<file path="src/design/spk_pkg.sv">
// ----------------------------------------------------------------------------
// spk_pkg
// Types and constants shared by the stream message packetizer modules.
// ----------------------------------------------------------------------------
package spk_pkg;

  localparam int unsigned LANES    = 4;
  localparam int unsigned LANE_W   = 64;
  localparam int unsigned KEEP_W   = 32;
  localparam int unsigned DEST_W   = 16;
  localparam int unsigned FIELD_W  = 32;
  localparam int unsigned IN_DATA_W  = 400;
  localparam int unsigned OUT_DATA_W = 336;
  localparam int unsigned OUT_USER_W = 2;

  typedef enum logic {
    OP_CMD  = 1'b0,
    OP_DATA = 1'b1
  } op_t;

  typedef enum logic {
    KIND_WORD   = 1'b0,
    KIND_STATUS = 1'b1
  } kind_t;

  typedef logic [LANES-1:0][LANE_W-1:0] word_t;

  typedef struct packed {
    op_t                op;
    logic [DEST_W-1:0]  dest_port;
    logic [FIELD_W-1:0] byte_count;
    logic [FIELD_W-1:0] msg_tag;
    logic [FIELD_W-1:0] msg_source;
    logic [FIELD_W-1:0] msg_seq;
    word_t              lanes;
  } in_item_t;

  typedef struct packed {
    kind_t              kind;
    logic [DEST_W-1:0]  dest;
    word_t              lanes;
    logic [KEEP_W-1:0]  keep;
    logic               last;
    logic [FIELD_W-1:0] seq;
    logic               run_end;
  } result_t;

  typedef struct packed {
    logic               has_first;
    logic               has_status;
    logic [FIELD_W-1:0] status_seq;
  } emit_t;

endpackage

</file>
<file path="src/design/spk_in_reg.sv">
// ----------------------------------------------------------------------------
// spk_in_reg
// Input register: captures one word from the slave side and holds it
// until the core takes it.
// ----------------------------------------------------------------------------
module spk_in_reg (
  input  logic                              clk,
  input  logic                              rst_n,
  input  logic                              in_tvalid,
  output logic                              in_tready,
  input  logic [spk_pkg::IN_DATA_W-1:0]     in_tdata,
  input  logic                              in_tuser,
  output logic                              item_valid,
  output spk_pkg::in_item_t                 item,
  input  logic                              take
);
  import spk_pkg::*;

  logic     valid_r, valid_nxt;
  in_item_t item_r;
  logic     in_fire;

  assign in_tready = !valid_r || take;
  assign in_fire   = in_tvalid && in_tready;

  always_comb begin
    valid_nxt = valid_r;
    if (in_fire) begin
      valid_nxt = 1'b1;
    end else if (take) begin
      valid_nxt = 1'b0;
    end
  end

  always_ff @(posedge clk) begin
    if (!rst_n) begin
      valid_r <= 1'b0;
    end else begin
      valid_r <= valid_nxt;
    end
  end

  always_ff @(posedge clk) begin
    if (in_fire) begin
      item_r.op         <= op_t'(in_tuser);
      item_r.dest_port  <= in_tdata[15:0];
      item_r.byte_count <= in_tdata[47:16];
      item_r.msg_tag    <= in_tdata[79:48];
      item_r.msg_source <= in_tdata[111:80];
      item_r.msg_seq    <= in_tdata[143:112];
      item_r.lanes      <= in_tdata[399:144];
    end
  end

  assign item_valid = valid_r;
  assign item       = item_r;

endmodule

</file>
<file path="src/design/spk_core.sv">
// ----------------------------------------------------------------------------
// spk_core
// Message state and result formation: header, payload words with keep and
// packet split, and completion status.
// ----------------------------------------------------------------------------
module spk_core #(
  parameter int unsigned WORD_BYTES = 32
) (
  input  logic                          clk,
  input  logic                          rst_n,
  input  logic                          cfg_wr_en,
  input  logic [spk_pkg::FIELD_W-1:0]   cfg_wr_data,
  input  spk_pkg::in_item_t             item,
  input  logic                          take,
  output spk_pkg::result_t              first,
  output spk_pkg::emit_t                emit
);
  import spk_pkg::*;

  localparam logic [FIELD_W-1:0] WB = FIELD_W'(WORD_BYTES);

  logic                busy_r, busy_nxt;
  logic [FIELD_W-1:0]  remain_r, remain_nxt;
  logic [FIELD_W-1:0]  wip_r, wip_nxt;
  logic [DEST_W-1:0]   dest_r, dest_nxt;
  logic [FIELD_W-1:0]  seq_r, seq_nxt;
  logic [FIELD_W-1:0]  max_r;

  logic [KEEP_W-1:0]   full_keep;
  logic [KEEP_W-1:0]   tail_keep;
  logic [FIELD_W-1:0]  wip_inc;
  logic                short_tail;
  logic                done;
  logic                split;

  assign full_keep  = ~({KEEP_W{1'b1}} << WORD_BYTES);
  assign tail_keep  = ~({KEEP_W{1'b1}} << remain_r[5:0]);
  assign wip_inc    = wip_r + 1'b1;
  assign short_tail = remain_r < WB;
  assign done       = remain_r <= WB;
  assign split      = wip_inc == max_r;

  always_comb begin
    busy_nxt   = busy_r;
    remain_nxt = remain_r;
    wip_nxt    = wip_r;
    dest_nxt   = dest_r;
    seq_nxt    = seq_r;
    first      = '0;
    emit       = '0;
    first.kind = KIND_WORD;
    case (item.op)
      OP_CMD: begin
        if (!busy_r) begin
          emit.has_first = 1'b1;
          first.dest     = item.dest_port;
          first.lanes[0] = {item.msg_tag, item.byte_count};
          first.lanes[1] = {item.msg_seq, item.msg_source};
          first.keep     = full_keep;
          dest_nxt       = item.dest_port;
          seq_nxt        = item.msg_seq;
          remain_nxt     = item.byte_count;
          if (item.byte_count == '0) begin
            first.last      = 1'b1;
            first.run_end   = 1'b0;
            emit.has_status = 1'b1;
            emit.status_seq = item.msg_seq;
            wip_nxt         = '0;
          end else begin
            first.last    = max_r == FIELD_W'(1);
            first.run_end = 1'b1;
            busy_nxt      = 1'b1;
            wip_nxt       = (max_r == FIELD_W'(1)) ? '0 : FIELD_W'(1);
          end
        end
      end
      OP_DATA: begin
        if (busy_r) begin
          emit.has_first = 1'b1;
          first.dest     = dest_r;
          first.lanes    = item.lanes;
          first.keep     = short_tail ? tail_keep : full_keep;
          first.last     = split || done;
          first.run_end  = !done;
          wip_nxt        = (split || done) ? '0 : wip_inc;
          remain_nxt     = short_tail ? '0 : remain_r - WB;
          if (done) begin
            busy_nxt        = 1'b0;
            remain_nxt      = '0;
            emit.has_status = 1'b1;
            emit.status_seq = seq_r;
          end
        end
      end
      default: begin
        emit.has_first = 1'b0;
      end
    endcase
  end

  always_ff @(posedge clk) begin
    if (!rst_n) begin
      busy_r   <= 1'b0;
      remain_r <= '0;
      wip_r    <= '0;
      dest_r   <= '0;
      seq_r    <= '0;
      max_r    <= '0;
    end else begin
      if (take) begin
        busy_r   <= busy_nxt;
        remain_r <= remain_nxt;
        wip_r    <= wip_nxt;
        dest_r   <= dest_nxt;
        seq_r    <= seq_nxt;
      end
      if (cfg_wr_en) begin
        max_r <= cfg_wr_data;
      end
    end
  end

  a_busy_remain: assert property (@(posedge clk) disable iff (!rst_n)
    busy_r |-> remain_r != '0) else $error("busy with no bytes left");
  a_idle_clean: assert property (@(posedge clk) disable iff (!rst_n)
    !busy_r |-> (remain_r == '0 && wip_r == '0)) else $error("idle state not clean");
  a_wip_bound: assert property (@(posedge clk) disable iff (!rst_n)
    (busy_r && max_r != '0) |-> wip_r < max_r) else $error("packet word count overran");

endmodule

</file>
<file path="src/design/spk_out_stage.sv">
// ----------------------------------------------------------------------------
// spk_out_stage
// Result register with one pending status slot; drives the master side.
// ----------------------------------------------------------------------------
module spk_out_stage (
  input  logic                              clk,
  input  logic                              rst_n,
  input  logic                              item_valid,
  output logic                              take,
  input  spk_pkg::result_t                  first,
  input  spk_pkg::emit_t                    emit,
  output logic                              out_tvalid,
  input  logic                              out_tready,
  output logic [spk_pkg::OUT_DATA_W-1:0]    out_tdata,
  output logic [spk_pkg::OUT_USER_W-1:0]    out_tuser,
  output logic                              out_tlast
);
  import spk_pkg::*;

  logic               valid_r, valid_nxt;
  logic               pend_r, pend_nxt;
  logic [FIELD_W-1:0] pend_seq_r, pend_seq_nxt;
  result_t            res_r, res_nxt;
  result_t            status;
  logic               room;
  logic               out_fire;

  assign room     = !pend_r && (!valid_r || out_tready);
  assign take     = item_valid && room;
  assign out_fire = valid_r && out_tready;

  always_comb begin
    status         = '0;
    status.kind    = KIND_STATUS;
    status.seq     = pend_seq_r;
    status.run_end = 1'b1;
  end

  always_comb begin
    valid_nxt    = valid_r;
    pend_nxt     = pend_r;
    pend_seq_nxt = pend_seq_r;
    res_nxt      = res_r;
    if (take && emit.has_first) begin
      valid_nxt    = 1'b1;
      res_nxt      = first;
      pend_nxt     = emit.has_status;
      pend_seq_nxt = emit.status_seq;
    end else if (out_fire) begin
      if (pend_r) begin
        res_nxt  = status;
        pend_nxt = 1'b0;
      end else begin
        valid_nxt = 1'b0;
      end
    end
  end

  always_ff @(posedge clk) begin
    if (!rst_n) begin
      valid_r <= 1'b0;
      pend_r  <= 1'b0;
    end else begin
      valid_r <= valid_nxt;
      pend_r  <= pend_nxt;
    end
  end

  always_ff @(posedge clk) begin
    res_r      <= res_nxt;
    pend_seq_r <= pend_seq_nxt;
  end

  assign out_tvalid = valid_r;
  assign out_tdata  = {res_r.seq, res_r.keep, res_r.lanes, res_r.dest};
  assign out_tuser  = {res_r.run_end, res_r.kind};
  assign out_tlast  = res_r.last;

  a_pend_behind_word: assert property (@(posedge clk) disable iff (!rst_n)
    pend_r |-> (valid_r && res_r.kind == KIND_WORD && !res_r.run_end))
    else $error("status pending without its final word");
  a_status_ends_run: assert property (@(posedge clk) disable iff (!rst_n)
    (valid_r && res_r.kind == KIND_STATUS) |-> (res_r.run_end && !res_r.last))
    else $error("status result malformed");
  a_status_follows: assert property (@(posedge clk) disable iff (!rst_n)
    (out_fire && pend_r) |=> (valid_r && res_r.kind == KIND_STATUS))
    else $error("pending status not presented");

endmodule

</file>
<file path="src/design/stream_message_packetizer.sv">
// ----------------------------------------------------------------------------
// stream_message_packetizer
// Turns command/data words into a header, payload words and a status result.
// ----------------------------------------------------------------------------
// Usage:
//   Slave side (in_*): tuser selects command (0) or payload data (1). A
//   command opens a message and yields a header word; each payload word is
//   passed on tagged with the message's destination. Commands while a
//   message is open and data while idle are dropped.
//   Master side (out_*): tuser[0] is the result kind (word or status),
//   tuser[1] marks the last result of an input word; tlast is the packet
//   end, forced every max_packet_words words and at message end.
//   Config: cfg_wr_en/cfg_wr_data write max_packet_words (0 = no split).
// Path: the input register holds each word until the core takes it, and the
//   result register loads as the word is taken; the result is presented on
//   the master side from then on.
// Throughput: one word per cycle while out_tready is high; no input is taken
//   while the status result after a message's final word is pending behind
//   that word in the result register.
// Reset: clears message state, the register and both valid flags.
// Stall: while out_tready is low the result holds and in_tready falls once
//   the input register is full.
// ----------------------------------------------------------------------------
module stream_message_packetizer #(
  parameter int unsigned WORD_BYTES = 32
) (
  input  logic                              clk,
  input  logic                              rst_n,
  input  logic                              cfg_wr_en,
  input  logic [31:0]                       cfg_wr_data,
  input  logic                              in_tvalid,
  output logic                              in_tready,
  // dest_port, byte_count, msg_tag, msg_source, msg_seq, in_lane_0..3
  input  logic [spk_pkg::IN_DATA_W-1:0]     in_tdata,
  // operation
  input  logic                              in_tuser,
  output logic                              out_tvalid,
  input  logic                              out_tready,
  // out_dest, out_lane_0..3, keep_mask, acked_seq
  output logic [spk_pkg::OUT_DATA_W-1:0]    out_tdata,
  // result_kind, run_end
  output logic [spk_pkg::OUT_USER_W-1:0]    out_tuser,
  output logic                              out_tlast
);
  import spk_pkg::*;

  logic      item_valid;
  in_item_t  item;
  logic      take;
  result_t   first;
  emit_t     emit;

  spk_in_reg u_in_reg (
    .clk        (clk),
    .rst_n      (rst_n),
    .in_tvalid  (in_tvalid),
    .in_tready  (in_tready),
    .in_tdata   (in_tdata),
    .in_tuser   (in_tuser),
    .item_valid (item_valid),
    .item       (item),
    .take       (take)
  );

  spk_core #(
    .WORD_BYTES (WORD_BYTES)
  ) u_core (
    .clk         (clk),
    .rst_n       (rst_n),
    .cfg_wr_en   (cfg_wr_en),
    .cfg_wr_data (cfg_wr_data),
    .item        (item),
    .take        (take),
    .first       (first),
    .emit        (emit)
  );

  spk_out_stage u_out_stage (
    .clk        (clk),
    .rst_n      (rst_n),
    .item_valid (item_valid),
    .take       (take),
    .first      (first),
    .emit       (emit),
    .out_tvalid (out_tvalid),
    .out_tready (out_tready),
    .out_tdata  (out_tdata),
    .out_tuser  (out_tuser),
    .out_tlast  (out_tlast)
  );

endmodule

</file>
<file path="config.mk">
export PLATFORM = sky130hd
export DESIGN_NAME = stream_message_packetizer
export DESIGN_NICKNAME = d
export VERILOG_FILES = /design/src/design/spk_pkg.sv /design/src/design/spk_in_reg.sv /design/src/design/spk_core.sv /design/src/design/spk_out_stage.sv /design/src/design/stream_message_packetizer.sv
export SDC_FILE = /design/constraint.sdc
export NUM_CORES = 1
export LEC_CHECK = 0
export BUFFER_PORTS_ARGS = -buffer_cell sky130_fd_sc_hd__buf_2
export CAP_MARGIN = 10
export CORE_MARGIN = 4
export CORE_UTILIZATION = 31
export DETAILED_ROUTE_END_ITERATION = 6
export PLACE_DENSITY = 0.47
export SLEW_MARGIN = 25
export SYNTH_ARGS = -nofsm -noshare
export SYNTH_HDL_FRONTEND = slang
export SYNTH_SLANG_ARGS = --single-unit
</file>
<file path="constraint.sdc">
create_clock -name clk -period 24.6 [get_ports clk]
set_clock_uncertainty 0.05 [all_clocks]
set_input_delay 2.46 -clock clk [delete_from_list [all_inputs] [get_ports clk]]
set_output_delay 2.46 -clock clk [all_outputs]
set_load 0.05 [all_outputs]
</file>
==> results.json <==
{
  "place_congestion": 0.867,
  "grt_max_degree": 170,
  "period_needed_ns": 6.00,
  "setup_ws_ns": 18.60,
  "tightest_slew_ns": 0.997,
  "synth_area_per_cell_um2": 14.7,
  "crit_path_max_fanout": 4,
  "numCtsBuffers": 101,
  "fillerInstances": 10300,
  "start_util": 0.312,
  "die_h_um": 339,
  "hold_path_class": "reg -> reg",
  "cp.required_ns": 22.09,
  "cts_num_sinks": 920,
  "ys.flop_type": "edfxtp_1",
  "max_slew_margin": 0.335,
  "synth-seq-cells": 920,
  "syn-cell-area_um2": 33900,
  "dr.pass1.iters": 7,
  "register_area_um2": 25800,
  "dp_slack_ns": 17.76,
  "via_per_inst": 4.82,
  "min_path_cells": 2,
  "tns_ns": 0,
  "final-setup-viol-count": 0,
  "clk_pin_slew_ns": 0.06,
  "grt_overflow": 0,
  "yosys-top-cells-area": "edfxtp_1 (65%), dfxtp_1 (11%), a22o_1 (4.5%)",
  "r2r_end": "u_core.wip_r[29]$_SDFFE_PN0P_",
  "final_cell_count_no_fill": 4579,
  "io_pins": 779,
  "arrival_ns": 3.49,
  "power_mw": 3.59,
  "ctsResizeCount": 0,
  "finalHoldViolCount": 0,
  "routedWlPerCell_um": 23.1,
  "synthToLayoutAreaGrowth_pct": 25.8,
  "worstSetupEndpointType": "output port",
  "timing.final.crit_share": 0.244,
  "power.leakage_nw": 16.6,
  "finalNetCount": 3514,
  "row_count": 121,
  "post_cts_buffers": 0,
  "reg2reg_slack_ns": 19.78,
  "core-area_um2": 109000,
  "maxCapViolCount": 0,
  "rsz0062_at_grt": "false",
  "reg2regPathDepth": 11,
  "synthArstFlopShare": 0,
  "drt_wl_total_um": 106000,
  "synth_nets": 2754,
  "yosysWarnings": 0,
  "grt_pass1_vias": 22400,
  "dp.cells": 4380,
  "fmax_ghz": 0.167,
  "dp_hpwl_um": 74400,
  "insertion_delay_ns": 0.68,
  "cts-root-buf": "clkbuf_16",
  "synth_top_area_share": 0.654,
  "ant_nets": 0,
  "cts_tree": "built",
  "path_class": "in -> out",
  "hp-start": "u_out_stage.pend_seq_r[19]$_DFFE_PP_",
  "final_core_util": 0.393,
  "status": "finished clean",
  "whs_endpoint": "u_out_stage.out_tdata[323]$_SDFFE_PP0P_",
  "drive_above_1_share": 0.312,
  "drt_iter0_drc": 1577,
  "htree_levels": 3,
  "yosysUniqueCellTypes": 63,
  "numPortBuffers": 778,
  "synth_cells": 2311,
  "holdBufCountCts": 0,
  "synth_largest_area_cell": "edfxtp_1",
  "die_w_um": 339,
  "final-max-slew-violation-count": 0,
  "antenna_found_initial": 37,
  "yosysSeqAreaShare": 0.761,
  "grt_first_pass_wirelength_um": 154000,
  "multiInputGateArea_um2": 7520,
  "timing.rr.start": "u_in_reg.item[400]$_DFFE_PP_",
  "drc": 0,
  "crit_path_start_kind": "input pin",
  "power.density_nw_per_um2": 84.2,
  "track_usage": 0.178,
  "die-area_um2": 115000,
  "final_area_um2": 42700,
  "clock_path_buffers": 3,
  "peakVddDrop_uv": 60.1,
  "synth-edff-count": 739,
  "hold_slack_ns": 0.391,
  "placed_cell_area_um2": 39300,
  "num_vias": 22100
}
-- how the worst max path moves through the flow --
stage                     startpoint                                   end  slack [ns]  depth (start not counted)
after floorplan           out_tready            u_in_reg.item[0]$_DFFE_PP_       11.42                          4
after global placement    out_tready  u_out_stage.out_tdata[203]$_DFFE_PP_       17.83                          5
after detailed placement  out_tready  u_out_stage.out_tdata[171]$_DFFE_PP_       17.76                          5
after CTS                 out_tready   u_out_stage.out_tdata[59]$_DFFE_PP_       18.50                          5
after global routing      out_tready                             in_tready       18.49                          5
final                     out_tready                             in_tready       18.60                          5
-- flip-flops by register name, summed over array words and instances (netlist names), 2 cells and up --
name and cells:
u_in_reg.item 401, u_out_stage.out_tdata 336, u_core.max_r 32, u_core.remain_r 32
u_core.seq_r 32, u_core.wip_r 32, u_out_stage.pend_seq_r 32, u_core.dest_r 16
u_out_stage.out_tuser 2
-- critical path, stage by stage --
cell and delay, ns:
buf_2 0.12, inv_1 0.06, a21oi_1 0.28, nand2b_1 0.26, buf_2 0.31
-- report_power, final --
part           internal (mW)  switching [mW]  leakage [nW]
sequential              1.76          0.0335          8.61
clock                  0.869           0.629          1.59
combinational         0.0838           0.217          6.36
-- cells by family after synthesis --
group / Yosys count / synth area share
compound gates: 426 / 0.0887
xor+xnor: 70 / 0.0181
fa+ha+maj: 5 / 0.00184
buf+inv: 167 / 0.0191
flops: 920 / 0.761
mux: 35 / 0.0103
simple gates: 688 / 0.101
-- metal layers --
layer | GRT usage | share of wire | up-vias
met4 | 0.0475 | 0.024 | 22
met3 | 0.0525 | 0.075 | 176
met2 | 0.312 | 0.51 | 721
met1 | 0.214 | 0.39 | 10900
li1 | - | - | 10300
met5 | 0 | 0.0013 | -
-- synthesized netlist by cell type, types with 3 or more instances --
cell type and instances:
nand4_1 21, nand3_1 27, mux2i_1 35, or4_1 5, a221oi_1 4, a21oi_1 84
nand2_1 233, o21ai_0 86, and2_1 10, or2_2 4, a22o_1 175, clkbuf_1 127
a21boi_0 15, and4_1 5, xnor2_1 35, or3_1 7, nor3_1 37, nor4_1 34
dfxtp_1 181, o2bb2ai_1 7, nor3b_1 5, inv_1 18, and3_1 138, ha_1 5
buf_2 8, or3_4 3, nor2_1 116, buf_1 11, a22oi_1 17, edfxtp_1 739
o21a_1 3, nor2b_1 29, a31oi_1 14, xor2_1 35
-- cell usage in the layout, fill, tap and decap left out, types with 9 or more instances in the layout --
master,instances
buf_2,778
edfxtp_1,739
nand2_1,232
dfxtp_1,181
a22o_1,175
and3_1,136
nor2_1,113
clkbuf_16,103
o21ai_0,86
a21oi_1,84
nor3_1,36
xnor2_1,35
xor2_1,35
mux2i_1,35
nor4_1,32
nor2b_1,29
nand3_1,25
clkbuf_1,23
nand4_1,21
buf_4,21
inv_1,17
a22oi_1,17
a21boi_0,15
clkinv_1,15
a31oi_1,14
clkinv_2,11
diode_2,10
and2_1,9
-- layout make-up --
cell class | count | share of cell area
diodes | 10 | 0.000586
clock buffers | 134 | 0.0648
clock inverters | 53 | 0.0126
inverters | 19 | 0.00185
multi-input cells | 1224 | 0.176
flip-flops and latches | 920 | 0.605
well taps | 1414 | 0.0415
repair buffers | 805 | 0.0975
Note: power is estimated with default switching activity, not from simulation.
